--- src/hdl/tesp_pkg.sv ---
package tesp_pkg;

    localparam int BYTE_W   = 8;
    localparam int STATE_W  = 4;
    localparam int EXIT_W   = 2;
    localparam int EVENT_W  = 4;
    localparam int ENTRY_W  = 2;
    localparam int RES_W    = BYTE_W + EXIT_W + EVENT_W + ENTRY_W + STATE_W;
    localparam int M_DATA_W = ((RES_W + 7) / 8) * 8;

    // parser states
    localparam logic [STATE_W-1:0] ST_GROUND    = 4'd0;
    localparam logic [STATE_W-1:0] ST_ESC       = 4'd1;
    localparam logic [STATE_W-1:0] ST_ESC_INT   = 4'd2;
    localparam logic [STATE_W-1:0] ST_CSI_ENTRY = 4'd3;
    localparam logic [STATE_W-1:0] ST_CSI_PARAM = 4'd4;
    localparam logic [STATE_W-1:0] ST_CSI_INT   = 4'd5;
    localparam logic [STATE_W-1:0] ST_CSI_IGN   = 4'd6;
    localparam logic [STATE_W-1:0] ST_DCS_ENTRY = 4'd7;
    localparam logic [STATE_W-1:0] ST_DCS_PARAM = 4'd8;
    localparam logic [STATE_W-1:0] ST_DCS_INT   = 4'd9;
    localparam logic [STATE_W-1:0] ST_DCS_IGN   = 4'd10;
    localparam logic [STATE_W-1:0] ST_DCS_PASS  = 4'd11;
    localparam logic [STATE_W-1:0] ST_OSC       = 4'd12;
    localparam logic [STATE_W-1:0] ST_SOS       = 4'd13;

    // exit actions
    localparam logic [EXIT_W-1:0] EX_NONE    = 2'd0;
    localparam logic [EXIT_W-1:0] EX_OSC_END = 2'd1;
    localparam logic [EXIT_W-1:0] EX_UNHOOK  = 2'd2;

    // event actions
    localparam logic [EVENT_W-1:0] EV_NONE         = 4'd0;
    localparam logic [EVENT_W-1:0] EV_PRINT        = 4'd1;
    localparam logic [EVENT_W-1:0] EV_EXECUTE      = 4'd2;
    localparam logic [EVENT_W-1:0] EV_COLLECT      = 4'd3;
    localparam logic [EVENT_W-1:0] EV_PARAM        = 4'd4;
    localparam logic [EVENT_W-1:0] EV_ESC_DISPATCH = 4'd5;
    localparam logic [EVENT_W-1:0] EV_CSI_DISPATCH = 4'd6;
    localparam logic [EVENT_W-1:0] EV_PUT          = 4'd7;
    localparam logic [EVENT_W-1:0] EV_OSC_PUT      = 4'd8;

    // entry actions
    localparam logic [ENTRY_W-1:0] EN_NONE      = 2'd0;
    localparam logic [ENTRY_W-1:0] EN_CLEAR     = 2'd1;
    localparam logic [ENTRY_W-1:0] EN_OSC_START = 2'd2;
    localparam logic [ENTRY_W-1:0] EN_HOOK      = 2'd3;

    // bytes with a fixed meaning
    localparam logic [BYTE_W-1:0] C_CAN = 8'h18;
    localparam logic [BYTE_W-1:0] C_SUB = 8'h1a;
    localparam logic [BYTE_W-1:0] C_ESC = 8'h1b;
    localparam logic [BYTE_W-1:0] C_DCS = 8'h90;
    localparam logic [BYTE_W-1:0] C_ST  = 8'h9c;
    localparam logic [BYTE_W-1:0] C_CSI = 8'h9b;
    localparam logic [BYTE_W-1:0] C_OSC = 8'h9d;
    localparam logic [BYTE_W-1:0] C_ESC_CSI = 8'h5b;
    localparam logic [BYTE_W-1:0] C_ESC_DCS = 8'h50;
    localparam logic [BYTE_W-1:0] C_ESC_OSC = 8'h5d;

    typedef struct packed {
        logic [EXIT_W-1:0]  exit_action;
        logic [EVENT_W-1:0] event_action;
        logic [ENTRY_W-1:0] entry_action;
        logic [STATE_W-1:0] next_state;
    } act_t;

    function automatic logic [EXIT_W-1:0] exit_of(input logic [STATE_W-1:0] s);
        logic [EXIT_W-1:0] r;
        r = EX_NONE;
        if (s == ST_OSC)
            r = EX_OSC_END;
        else if (s == ST_DCS_PASS)
            r = EX_UNHOOK;
        return r;
    endfunction

    function automatic logic [ENTRY_W-1:0] entry_of(input logic [STATE_W-1:0] s);
        logic [ENTRY_W-1:0] r;
        r = EN_NONE;
        if (s == ST_ESC || s == ST_CSI_ENTRY || s == ST_DCS_ENTRY)
            r = EN_CLEAR;
        else if (s == ST_OSC)
            r = EN_OSC_START;
        else if (s == ST_DCS_PASS)
            r = EN_HOOK;
        return r;
    endfunction

endpackage

--- src/hdl/terminal_escape_sequence_parser.sv ---
// channel | dir | width | fields (lowest bit up)
// s_*     | in  | 8     | byte_in[7:0]
// m_*     | out | 24    | byte_out[7:0] exit_action[9:8] event_action[13:10]
//         |     |       | entry_action[15:14] next_state[19:16] zero[23:20]
//
// one word per cycle sustained while m_tready holds; each byte sits in the input register,
// where the transition table works on it against the parser state
// an accepted byte is held in the input register; its result is then registered in the output register
// rst_n clears the valid flags and puts the parser in ground
// a stalled result holds in the output register while the input register still
// takes one more word, so the input side backs up only when both are full
module terminal_escape_sequence_parser (
    input  logic                          clk,
    input  logic                          rst_n,
    input  logic                          s_tvalid,
    output logic                          s_tready,
    input  logic [tesp_pkg::BYTE_W-1:0]   s_tdata,   // byte_in
    output logic                          m_tvalid,
    input  logic                          m_tready,
    output logic [tesp_pkg::M_DATA_W-1:0] m_tdata    // byte_out, exit, event, entry, state
);
    import tesp_pkg::*;

    // input register
    logic               in_valid_reg;
    logic               in_valid_next;
    logic [BYTE_W-1:0]  in_byte_reg;

    // parser state, follows the word last moved to the output
    logic [STATE_W-1:0] state_reg;
    logic [STATE_W-1:0] state_next;

    // result register
    logic               out_valid_reg;
    logic               out_valid_next;
    logic [BYTE_W-1:0]  out_byte_reg;
    act_t               out_act_reg;

    act_t               act;
    logic               advance;   // word moves from input to output register

    tesp_decode u_decode (
        .state   (state_reg),
        .byte_in (in_byte_reg),
        .act     (act)
    );

    assign advance        = in_valid_reg && (!out_valid_reg || m_tready);
    assign s_tready       = !in_valid_reg || advance;
    assign in_valid_next  = (s_tvalid && s_tready) || (in_valid_reg && !advance);
    assign out_valid_next = advance || (out_valid_reg && !m_tready);
    assign state_next     = advance ? act.next_state : state_reg;

    always_ff @(posedge clk or negedge rst_n)
    begin
        if (!rst_n)
        begin
            in_valid_reg  <= 1'b0;
            out_valid_reg <= 1'b0;
            state_reg     <= ST_GROUND;
        end
        else
        begin
            in_valid_reg  <= in_valid_next;
            out_valid_reg <= out_valid_next;
            state_reg     <= state_next;
        end
    end

    // payload, no reset
    always_ff @(posedge clk)
    begin
        if (s_tvalid && s_tready)
            in_byte_reg <= s_tdata;
        if (advance)
        begin
            out_byte_reg <= in_byte_reg;
            out_act_reg  <= act;
        end
    end

    assign m_tvalid = out_valid_reg;
    assign m_tdata  = {{(M_DATA_W - RES_W){1'b0}},
                       out_act_reg.next_state,
                       out_act_reg.entry_action,
                       out_act_reg.event_action,
                       out_act_reg.exit_action,
                       out_byte_reg};

    // held result always carries the current parser state
    a_state_matches: assert property (@(posedge clk) disable iff (!rst_n)
        out_valid_reg |-> out_act_reg.next_state == state_reg)
        else $error("result state differs from parser state");

    // input side stalls only with both registers full
    a_stall_full: assert property (@(posedge clk) disable iff (!rst_n)
        !s_tready |-> in_valid_reg && out_valid_reg && !m_tready)
        else $error("input stalled with room available");

    // dispatches always return to ground
    a_dispatch_ground: assert property (@(posedge clk) disable iff (!rst_n)
        advance && (act.event_action == EV_ESC_DISPATCH
                    || act.event_action == EV_CSI_DISPATCH)
        |-> act.next_state == ST_GROUND)
        else $error("dispatch without return to ground");

    // clear entry only into escape, csi entry or dcs entry
    a_clear_entry: assert property (@(posedge clk) disable iff (!rst_n)
        advance && act.entry_action == EN_CLEAR
        |-> act.next_state == ST_ESC || act.next_state == ST_CSI_ENTRY
            || act.next_state == ST_DCS_ENTRY)
        else $error("clear entry into wrong state");

    // a state update without a word moving is a slip
    a_state_hold: assert property (@(posedge clk) disable iff (!rst_n)
        !advance |=> $stable(state_reg))
        else $error("parser state changed without a word");

endmodule

--- src/hdl/tesp_decode.sv ---
module tesp_decode (
    input  logic [tesp_pkg::STATE_W-1:0] state,
    input  logic [tesp_pkg::BYTE_W-1:0]  byte_in,
    output tesp_pkg::act_t               act
);
    import tesp_pkg::*;

    function automatic logic in_rng(input logic [BYTE_W-1:0] v,
                                    input logic [BYTE_W-1:0] lo,
                                    input logic [BYTE_W-1:0] hi);
        return (v >= lo) && (v <= hi);
    endfunction

    logic               is_exec;
    logic               any_hit;
    logic [STATE_W-1:0] any_tgt;
    logic [STATE_W-1:0] n;
    logic [EVENT_W-1:0] ev;
    logic               p_digit;   // 0-9 or ;
    logic               p_priv;    // < = > ?
    logic               c_inter;   // 0x20-0x2f
    logic               c_final;   // 0x40-0x7e

    assign is_exec = in_rng(byte_in, 8'h00, 8'h17) || byte_in == 8'h19
                     || in_rng(byte_in, 8'h1c, 8'h1f);
    assign p_digit = in_rng(byte_in, 8'h30, 8'h39) || byte_in == 8'h3b;
    assign p_priv  = in_rng(byte_in, 8'h3c, 8'h3f);
    assign c_inter = in_rng(byte_in, 8'h20, 8'h2f);
    assign c_final = in_rng(byte_in, 8'h40, 8'h7e);

    // rules that apply from any state
    always_comb
    begin
        any_hit = 1'b1;
        any_tgt = ST_GROUND;
        if (byte_in == C_CAN || byte_in == C_SUB || in_rng(byte_in, 8'h80, 8'h8f)
            || in_rng(byte_in, 8'h91, 8'h97) || byte_in == 8'h9a || byte_in == C_ST)
            any_tgt = ST_GROUND;
        else if (byte_in == 8'h98 || byte_in == 8'h9e || byte_in == 8'h9f)
            any_tgt = ST_SOS;
        else if (byte_in == C_ESC)
            any_tgt = ST_ESC;
        else if (byte_in == C_DCS)
            any_tgt = ST_DCS_ENTRY;
        else if (byte_in == C_CSI)
            any_tgt = ST_CSI_ENTRY;
        else if (byte_in == C_OSC)
            any_tgt = ST_OSC;
        else
            any_hit = 1'b0;
    end

    // per-state rules
    always_comb
    begin
        n  = state;
        ev = EV_NONE;
        case (state)
            ST_GROUND:
            begin
                if (is_exec)
                    ev = EV_EXECUTE;
                else if (in_rng(byte_in, 8'h20, 8'h7f))
                    ev = EV_PRINT;
            end
            ST_ESC:
            begin
                if (is_exec)
                    ev = EV_EXECUTE;
                else if (byte_in == 8'h58 || byte_in == 8'h5e || byte_in == 8'h5f)
                    n = ST_SOS;
                else if (byte_in == C_ESC_DCS)
                    n = ST_DCS_ENTRY;
                else if (byte_in == C_ESC_CSI)
                    n = ST_CSI_ENTRY;
                else if (byte_in == C_ESC_OSC)
                    n = ST_OSC;
                else if (c_inter)
                begin
                    ev = EV_COLLECT;
                    n  = ST_ESC_INT;
                end
                else if (in_rng(byte_in, 8'h30, 8'h7e))
                begin
                    ev = EV_ESC_DISPATCH;
                    n  = ST_GROUND;
                end
            end
            ST_ESC_INT:
            begin
                if (is_exec)
                    ev = EV_EXECUTE;
                else if (c_inter)
                    ev = EV_COLLECT;
                else if (in_rng(byte_in, 8'h30, 8'h7e))
                begin
                    ev = EV_ESC_DISPATCH;
                    n  = ST_GROUND;
                end
            end
            ST_CSI_ENTRY:
            begin
                if (is_exec)
                    ev = EV_EXECUTE;
                else if (p_priv)
                begin
                    ev = EV_COLLECT;
                    n  = ST_CSI_PARAM;
                end
                else if (p_digit)
                begin
                    ev = EV_PARAM;
                    n  = ST_CSI_PARAM;
                end
                else if (byte_in == 8'h3a)
                    n = ST_CSI_IGN;
                else if (c_inter)
                begin
                    ev = EV_COLLECT;
                    n  = ST_CSI_INT;
                end
                else if (c_final)
                begin
                    ev = EV_CSI_DISPATCH;
                    n  = ST_GROUND;
                end
            end
            ST_CSI_PARAM:
            begin
                if (is_exec)
                    ev = EV_EXECUTE;
                else if (p_digit)
                    ev = EV_PARAM;
                else if (c_final)
                begin
                    ev = EV_CSI_DISPATCH;
                    n  = ST_GROUND;
                end
                else if (c_inter)
                begin
                    ev = EV_COLLECT;
                    n  = ST_CSI_INT;
                end
                else if (byte_in == 8'h3a || p_priv)
                    n = ST_CSI_IGN;
            end
            ST_CSI_INT:
            begin
                if (is_exec)
                    ev = EV_EXECUTE;
                else if (c_inter)
                    ev = EV_COLLECT;
                else if (in_rng(byte_in, 8'h30, 8'h3f))
                    n = ST_CSI_IGN;
                else if (c_final)
                begin
                    ev = EV_CSI_DISPATCH;
                    n  = ST_GROUND;
                end
            end
            ST_CSI_IGN:
            begin
                if (is_exec)
                    ev = EV_EXECUTE;
                else if (c_final)
                    n = ST_GROUND;
            end
            ST_DCS_ENTRY:
            begin
                if (is_exec)
                    ev = EV_EXECUTE;
                else if (c_inter)
                begin
                    ev = EV_COLLECT;
                    n  = ST_DCS_INT;
                end
                else if (p_priv)
                begin
                    ev = EV_COLLECT;
                    n  = ST_DCS_PARAM;
                end
                else if (p_digit)
                begin
                    ev = EV_PARAM;
                    n  = ST_DCS_PARAM;
                end
                else if (byte_in == 8'h3a)
                    n = ST_DCS_IGN;
                else if (c_final)
                    n = ST_DCS_PASS;
            end
            ST_DCS_PARAM:
            begin
                if (p_digit)
                    ev = EV_PARAM;
                else if (byte_in == 8'h3a || p_priv)
                    n = ST_DCS_IGN;
                else if (c_inter)
                begin
                    ev = EV_COLLECT;
                    n  = ST_DCS_INT;
                end
                else if (c_final)
                    n = ST_DCS_PASS;
            end
            ST_DCS_INT:
            begin
                if (c_inter)
                    ev = EV_COLLECT;
                else if (in_rng(byte_in, 8'h30, 8'h3f))
                    n = ST_DCS_IGN;
                else if (c_final)
                    n = ST_DCS_PASS;
            end
            ST_DCS_PASS:
            begin
                if (is_exec || in_rng(byte_in, 8'h20, 8'h7e))
                    ev = EV_PUT;
            end
            ST_OSC:
            begin
                if (in_rng(byte_in, 8'h20, 8'h7f))
                    ev = EV_OSC_PUT;
            end
            default:
            begin
                n  = state;
                ev = EV_NONE;
            end
        endcase
    end

    // anywhere rules re-enter even the current state
    always_comb
    begin
        if (any_hit)
        begin
            act.next_state   = any_tgt;
            act.event_action = EV_NONE;
            act.exit_action  = exit_of(state);
            act.entry_action = entry_of(any_tgt);
        end
        else
        begin
            act.next_state   = n;
            act.event_action = ev;
            act.exit_action  = (n != state) ? exit_of(state) : EX_NONE;
            act.entry_action = (n != state) ? entry_of(n) : EN_NONE;
        end
    end

endmodule
--- config.mk ---
export PLATFORM = sky130hd
export DESIGN_NAME = terminal_escape_sequence_parser
export DESIGN_NICKNAME = d
export VERILOG_FILES = /design/src/hdl/tesp_pkg.sv /design/src/hdl/terminal_escape_sequence_parser.sv /design/src/hdl/tesp_decode.sv
export SDC_FILE = /design/constraint.sdc
export NUM_CORES = 1
export LEC_CHECK = 0
export ABC_AREA = 1
export BUFFER_PORTS_ARGS = -buffer_cell sky130_fd_sc_hd__buf_2
export CORE_ASPECT_RATIO = 1.4
export CORE_MARGIN = 3
export CORE_UTILIZATION = 35
export CTS_CLUSTER_SIZE = 8
export DETAILED_ROUTE_END_ITERATION = 10
export PLACE_DENSITY = 0.59
export SLEW_MARGIN = 30
export SYNTH_ARGS = -nofsm -noshare
export SYNTH_HDL_FRONTEND = slang
export SYNTH_SLANG_ARGS = --single-unit
--- constraint.sdc ---
create_clock -name clk -period 2.2 [get_ports clk]
set_input_delay 0.33 -clock clk [delete_from_list [all_inputs] [get_ports clk]]
set_output_delay 0.33 -clock clk [all_outputs]
set_load 0.03 [all_outputs]
==> results.txt, run 1 <==
----------------------------------------------------
[Global routing]
  Global-route wire length before repair ... 12,100 um
  Via count of the first global-routing pass ... 2,612
  Overflow after GRT ... 0
  All-layer global routing usage ... 18.8%
  Initial antenna violation count ... 0
  Maximum number of pins on one net before global-route repair ... 29

[STA]
  Maximum achievable frequency ... between 400 and 500 MHz
  Number of hold violations in the final report ... 0
  Setup repair after global routing missed its margin ... yes
  Final setup violation count ... 0
  Final cycle utilization of the critical path ... ~100%
  Final worst path period need ... 2.19 ns
  Final Max Tran Viols ... 0
  Post-Route Hold Slack ... 0.208 ns
  Clock Skew ... 0.00852 ns

[Critical path]
  CP Capture Type ... register
  Source of the worst register-to-register timing path ... in_byte_reg[3]
  Buffers and inverters on the worst path ... 2
  CP max FO ... 5
  Critical setup path kind ... reg2reg
  Crit path arrival time ... 2.23 ns
  Cell class contributing the biggest share of worst-path delay ... simple AND/OR/NAND/NOR gates
  Nature of the critical path startpoint ... register
  Required @ worst endpoint ... 2.24 ns
  Top cell by count, worst path ... sky130_fd_sc_hd__nand2_1
  Slowest stage cell on the critical path ... sky130_fd_sc_hd__edfxtp_1
  Critical Path, Cell by Cell ... buf_4, nand3_1, nand2_1, nor2_4, nor2_1, nand3_1, nand2_1, nor2_2, nand4_4, nand2_1, inv_1, nor2_1, nand2_1, nand2_1, nand2_1
  Delay of the slowest cell on the worst path ... 0.50 ns
  Crit. Startpoint ... in_byte_reg[3]

[Worst hold path]
  Tightest Hold Check Type ... in2reg
  Worst Min Path Start ... s_tdata[0]

[Die]
  Top Ports ... 38
  Floorplan core area ... 6740 um2
  Full die area ... just over 8000 um2
  Site row count ... 35
  Die Wd ... 77.3 um
  Starting density of the core ... 37.0%
  Floorplan die height ... between 100 and 150 um

[Clock network]
  CTS sink count ... 34
  CTS max path bufs ... 2
  Worst-path clk slew ... 0.07 ns
  Clk Latency, worst-skew pair ... 0.29 ns
  Clock tree from TritonCTS ... done
  Level count of the clock H-tree ... 2
  CTS Root Buffer Type ... sky130_fd_sc_hd__clkbuf_8
  Inserted Clock Buffers ... 5

[Place]
  Buffers added on ports ... 33
  Gp weighted congestion ... slightly below 1
  Half-perimeter wire length after detailed placement ... about 6000 um

[Route]
  Post-detailed-route via-to-cell ratio ... about 5.0
  Post-route DRC violation count ... 0
  Final Routed Wirelength ... 7790 um
  First drt pass iteration count ... 4
  Count of routing violations after the opening detailed-route iteration ... approximately 140
  WL per Instance ... 14.3 um
  Final ANT Viol Nets ... 0
  Total via count after detailed routing ... approximately 2,700

[Yosys]
  Register area share after synthesis ... 39.8%
  Number of register bits inferred by synthesis ... 34
  Commonest register cell after synthesis ... sky130_fd_sc_hd__edfxtp_1
  Number of cells produced by synthesis ... 354
  Synthesized area ... 2490 um2
  Syn avg cell area ... 7.04 um2
  Distinct cell type count of the synthesized netlist ... 38
  Fraction of registers with async set/reset ... 17.6%
  Count of flip-flops with a built-in enable after synthesis ... 28
  Synthesis warning total ... 0

[Layout]
  Number of antenna repair diodes ... 0
  Most frequent cells in the layout ... sky130_fd_sc_hd__nand2_1 (119), sky130_fd_sc_hd__buf_4 (61), sky130_fd_sc_hd__inv_1 (38)
  Fraction of final layout cells with drive strength greater than 1 ... 33.7%
  Net count of the finished layout ... 465
  Most common cell after layout, fill and taps aside ... sky130_fd_sc_hd__nand2_1
  Layout area overhead ... 36.1%
  Number of flip-flops in the largest register ... 12

[Power]
  Worst IR drop on VDD ... 330 uV
  Standby leakage power ... 1.81 nW
  Pwr dens ... 913 nW/um2
  Total Power ... 0.00310 W

[Run status]
  Result of the run ... complete, no violations

[Job]
  Maxcap violations ... 0

----------------------------------------------------
==> path summary, 6_finish.rpt <==
path                            depth (start not counted)  slack [ns]        endpoint
worst max-delay path                                   15        0.01     m_tdata[14]
worst min-delay path                                    1        0.21  in_byte_reg[0]
worst max register to register                         15        0.01     m_tdata[14]
worst min register to register                          2        0.50        m_tvalid
max in group asynchronous                               2        1.59    state_reg[0]
min in group asynchronous                               2        0.42    state_reg[0]
==> synth_stat cells (2+ instances only) <==
cell type / n / area (um2)
sky130_fd_sc_hd__inv_1: 39 / 146
sky130_fd_sc_hd__nor2_4: 4 / 45.0
sky130_fd_sc_hd__nand2_1: 125 / 469
sky130_fd_sc_hd__o21ai_1: 3 / 15.0
sky130_fd_sc_hd__a21oi_1: 8 / 40.0
sky130_fd_sc_hd__nor2_2: 6 / 37.5
sky130_fd_sc_hd__buf_2: 2 / 10.0
sky130_fd_sc_hd__nand4_1: 11 / 68.8
sky130_fd_sc_hd__o32ai_1: 2 / 17.5
sky130_fd_sc_hd__nor2_1: 39 / 146
sky130_fd_sc_hd__nand2_4: 3 / 33.8
sky130_fd_sc_hd__buf_4: 4 / 30.0
sky130_fd_sc_hd__dfrtp_1: 6 / 150
sky130_fd_sc_hd__nand2_2: 3 / 18.8
sky130_fd_sc_hd__nand3_1: 23 / 115
sky130_fd_sc_hd__nand3_2: 2 / 20.0
sky130_fd_sc_hd__o21ai_0: 12 / 60.1
sky130_fd_sc_hd__nor3_1: 6 / 30.0
sky130_fd_sc_hd__inv_2: 10 / 37.5
sky130_fd_sc_hd__edfxtp_1: 28 / 841
==> layer usage <==
layer | up-vias | GRT usage (%) | part of all wire [%]
met2 | 91 | 35.5 | 53
met5 | - | 0 | 0
met3 | 36 | 3.16 | 5.1
met1 | 1247 | 18.6 | 36
met4 | 0 | 11.8 | 6.0
li1 | 1343 | - | -
==> power breakdown <==
group	total, W	leakage (nW)	internal, W	switching, W
combinational	0.00160	1.41	0.000591	0.00101
sequential	0.000893	0.346	0.000828	0.0000647
clock	0.000609	0.0585	0.000369	0.000239
total	0.00310	1.81	0.00179	0.00131
==> cells by family (layout without fill, tap and decap cells) <==
group,after synthesis,in the layout,synth area share (%)
other,1,4,0.150
buffers and inverters,57,153,9.59
AOI/OAI and AO/OA,35,35,8.74
DFF,34,34,39.8
and+or+nand+nor,227,228,41.8
==> what timing repair did <==
action                     in CTS  in global routing
pin swaps                       1                  7
cloned                          0                  1
hold endpoints to repair        6                  0
gates resized for setup         1                 21
setup buffers                   5                  8
setup endpoints to repair       2                 10
hold buffers                    1                  0
==> per-stage QoR <==
| step | setup WS [ns] | instances | area, um2 | util, % | setup TNS [ns] |
|---|---|---|---|---|---|
| floorplan | 0.176 | 357 | 2500 | - | 0 |
| global placement | -0.130 | 523 | 3090 | 45.9 | -0.257 |
| detailed placement | -0.108 | 523 | 3090 | 45.9 | -0.213 |
| CTS | 0.00438 | 537 | 3260 | 48.3 | 0 |
| global route | -0.124 | 546 | 3390 | 50.3 | -0.299 |
| finish | 0.0108 | 546 | 3390 | 50.3 | 0 |
==> layout make-up <==
type | instances | area, um2
clock inverters | 1 | 30.0
clock buffers | 7 | 86.3
well taps | 92 | 115
multi-input cells | 267 | 1350
inverters | 50 | 188
fillers | 702 | 3350
repair buffers | 95 | 633
flip-flops and latches | 34 | 992
No activity file was read; power rests on OpenSTA's default activity.
==> run 2: changes to the inputs <==
CTS_BUF_LIST = sky130_fd_sc_hd__clkbuf_16   (was default)
==> run 2 against run 1 <==
Clock power grew 30%. Clock-buffer cell count shrank 2. Design area increased by 5.5%. Sequential share of layout area shrank 1.5 points. Clock skew shrank 0.0067 ns. Utilization is 2.8 points higher. Highest routed layer unchanged. Critical path depth down 3. Total power increased by 9.1%. Largest power group unchanged.
==> results.txt, run 2 (same netlist as run 1, synthesis figures left out) <==
----------------------------------------------------
[STA]
  Maximum achievable frequency ... 455 MHz (was 457 MHz)
  Clock Skew ... 0.00184 ns (was 0.00852 ns)
  Post-Route Setup TNS ... 0 ns (unchanged)
  Final cycle utilization of the critical path ... 99.9% (was 99.5%)
  Setup repair after global routing missed its margin ... yes (unchanged)
  Number of hold violations in the final report ... 0 (unchanged)
  Final setup violation count ... 0 (unchanged)
  Final worst path period need ... 2.20 ns (was 2.19 ns)
  Final Max Tran Viols ... 0 (unchanged)

[Power]
  Standby leakage power ... 1.88 nW (was 1.81 nW)
  Pwr dens ... 944 nW/um2 (was 913 nW/um2)
  Worst IR drop on VDD ... 432 uV (was 330 uV)

[Route]
  WL per Instance ... 14.7 um (was 14.3 um)
  First drt pass iteration count ... 4 (unchanged)
  Final ANT Viol Nets ... 0 (unchanged)
  Post-route DRC violation count ... 0 (unchanged)
  Post-detailed-route via-to-cell ratio ... 5.03 (was 4.98)
  Count of routing violations after the opening detailed-route iteration ... 174 (was 143)
  Final Routed Wirelength ... 8070 um (was 7790 um)
  Total via count after detailed routing ... 2,761 (was 2,717)

[Layout]
  Most common cell after layout, fill and taps aside ... sky130_fd_sc_hd__nand2_1 (unchanged)
  Net count of the finished layout ... 468 (was 465)
  Fin util ... 53.1% (was 50.3%)
  Fraction of final layout cells with drive strength greater than 1 ... 39.2% (was 33.7%)
  Most frequent cells in the layout ... sky130_fd_sc_hd__nand2_1 (106), sky130_fd_sc_hd__buf_4 (61), sky130_fd_sc_hd__inv_1 (37) (was sky130_fd_sc_hd__nand2_1 (119), sky130_fd_sc_hd__buf_4 (61), sky130_fd_sc_hd__inv_1 (38))
  Non-filler instance count after layout ... 549 (was 546)
  Layout area overhead ... 43.6% (was 36.1%)
  Number of antenna repair diodes ... 0 (unchanged)
  Number of flip-flops in the largest register ... 12 (unchanged)

[Clock network]
  Clk Latency, worst-skew pair ... 0.28 ns (was 0.29 ns)
  Level count of the clock H-tree ... 2 (unchanged)
  CTS max path bufs ... 2 (unchanged)
  Inserted Clock Buffers ... 5 (unchanged)
  CTS sink count ... 34 (unchanged)
  Worst-path clk slew ... 0.05 ns (was 0.07 ns)
  Clock tree from TritonCTS ... done (unchanged)
  CTS Root Buffer Type ... sky130_fd_sc_hd__clkbuf_16 (was sky130_fd_sc_hd__clkbuf_8)

[Die]
  Floorplan core area ... 6740 um2 (unchanged)
  Full die area ... 8180 um2 (unchanged)
  Site row count ... 35 (unchanged)
  Floorplan die height ... 106 um (unchanged)
  Top Ports ... 38 (unchanged)
  Starting density of the core ... 37.0% (unchanged)
  Die Wd ... 77.3 um (unchanged)

[Worst hold path]
  Endpoint of the worst hold-timing path ... in_byte_reg[0] (unchanged)
  Worst Min Path Start ... s_tdata[0] (unchanged)
  Tightest Hold Check Type ... in2reg (unchanged)
  Cell depth of the worst hold path ... 1 (unchanged)

[Global routing]
  Initial antenna violation count ... 0 (unchanged)
  Maximum number of pins on one net before global-route repair ... 29 (unchanged)
  Via count of the first global-routing pass ... 2,616 (was 2,612)
  All-layer global routing usage ... 19.0% (was 18.8%)
  Overflow after GRT ... 0 (unchanged)
  Global-route wire length before repair ... 12,300 um (was 12,100 um)

[Critical path]
  Crit. Startpoint ... in_byte_reg[1] (was in_byte_reg[3])
  Reg-to-reg endpoint ... m_tdata[14] (unchanged)
  CP max FO ... 5 (unchanged)
  Critical setup path kind ... reg2reg (unchanged)
  Crit path arrival time ... 2.35 ns (was 2.23 ns)
  CP Capture Type ... register (unchanged)
  Nature of the critical path startpoint ... register (unchanged)
  Source of the worst register-to-register timing path ... in_byte_reg[1] (was in_byte_reg[3])
  Length in cells of the worst reg-to-reg path ... 12 (was 15)
  Required @ worst endpoint ... 2.35 ns (was 2.24 ns)
  Register-to-Register Setup Slack ... 0.002 ns (was 0.01 ns)

[Job]
  Maxcap violations ... 0 (unchanged)

[Place]
  Half-perimeter wire length after detailed placement ... 5980 um (unchanged)
  Placed cells ... 523 (unchanged)
  Buffers added on ports ... 33 (unchanged)
  Gp weighted congestion ... 0.992 (unchanged)

[Run status]
  Result of the run ... complete, no violations (unchanged)

----------------------------------------------------
==> run 2: changes by cell type in the layout (fill, tap and decap cells not counted), sizes merged <==
cell    delta
buf        +3
clkbuf     -2
clkinv     +1
inv        +1
==> run 2: worst max path at each step <==
stage / endpoint / slack [ns] / depth (start not counted)
final: m_tdata[14] / 0.002 / 12
after global placement: m_tdata[14] / -0.13 / 14
after floorplan: m_tdata[14] / 0.18 / 16
after CTS: m_tdata[14] / 0.005 / 16
after global routing: m_tdata[14] / -0.14 / 13
after detailed placement: m_tdata[14] / -0.11 / 14
==> run 2: cell type report <==
type,count,area (um2)
fill,667,3160
clock inverter,3,37.5
timing repair buffer,98,667
sequential,34,992
clock buffer,5,125
tap,92,115
inverter,50,190
multi-input combinational,267,1450
==> run 2: layer usage <==
metal  track usage, %  vias to the layer above  wire [um]  part of all wire [%]
li1                 -                     1352          -                     -
met1             19.4                     1273       2870                    36
met2             36.0                      103       4180                    52
met3             2.91                       33        509                   6.3
met4             10.9                        0        511                   6.3
met5                0                        -          0                     0
==> run 2: repair_timing <==
item                                    in CTS  in global routing
endpoints found under the setup margin       2                  9
hold buffers                                 1                  0
setup buffers                                5                 11
pin swaps                                    2                 29
hold endpoints to repair                     6                  0
cloned                                       0                  1
resized for setup                            2                 54
==> run 2: critical path, cell delays in order (launching register included) <==
cell                       delay [ns]
sky130_fd_sc_hd__edfxtp_1        0.46
sky130_fd_sc_hd__buf_4           0.18
sky130_fd_sc_hd__buf_4           0.13
sky130_fd_sc_hd__nor3_1          0.31
sky130_fd_sc_hd__nand2_2         0.11
sky130_fd_sc_hd__nand2_1         0.09
sky130_fd_sc_hd__nand4_1         0.13
sky130_fd_sc_hd__and3_4          0.21
sky130_fd_sc_hd__nor2_1          0.14
sky130_fd_sc_hd__nand3_2         0.09
sky130_fd_sc_hd__o21ai_0         0.08
sky130_fd_sc_hd__nand2_1         0.07
sky130_fd_sc_hd__nand2_1         0.05
==> run 2: per-stage QoR <==
| step | hold slack, ns | setup slack (ns) | instance area, um2 | power, W |
|---|---|---|---|---|
| after floorplan | 0.0344 | 0.176 | 2500 | 0.00183 |
| after global placement | 0.194 | -0.130 | 3090 | 0.00241 |
| after detailed placement | 0.194 | -0.108 | 3090 | 0.00239 |
| after CTS | 0.217 | 0.00513 | 3310 | 0.00320 |
| after global routing | 0.215 | -0.144 | 3580 | 0.00358 |
| final | 0.223 | 0.00229 | 3580 | 0.00338 |
==> run 2: where the power goes <==
| part | switching [W] | internal [W] | total, W |
|---|---|---|---|
| clock | 0.000264 | 0.000526 | 0.000790 |
| combinational | 0.00107 | 0.000628 | 0.00169 |
| sequential | 0.0000659 | 0.000829 | 0.000895 |
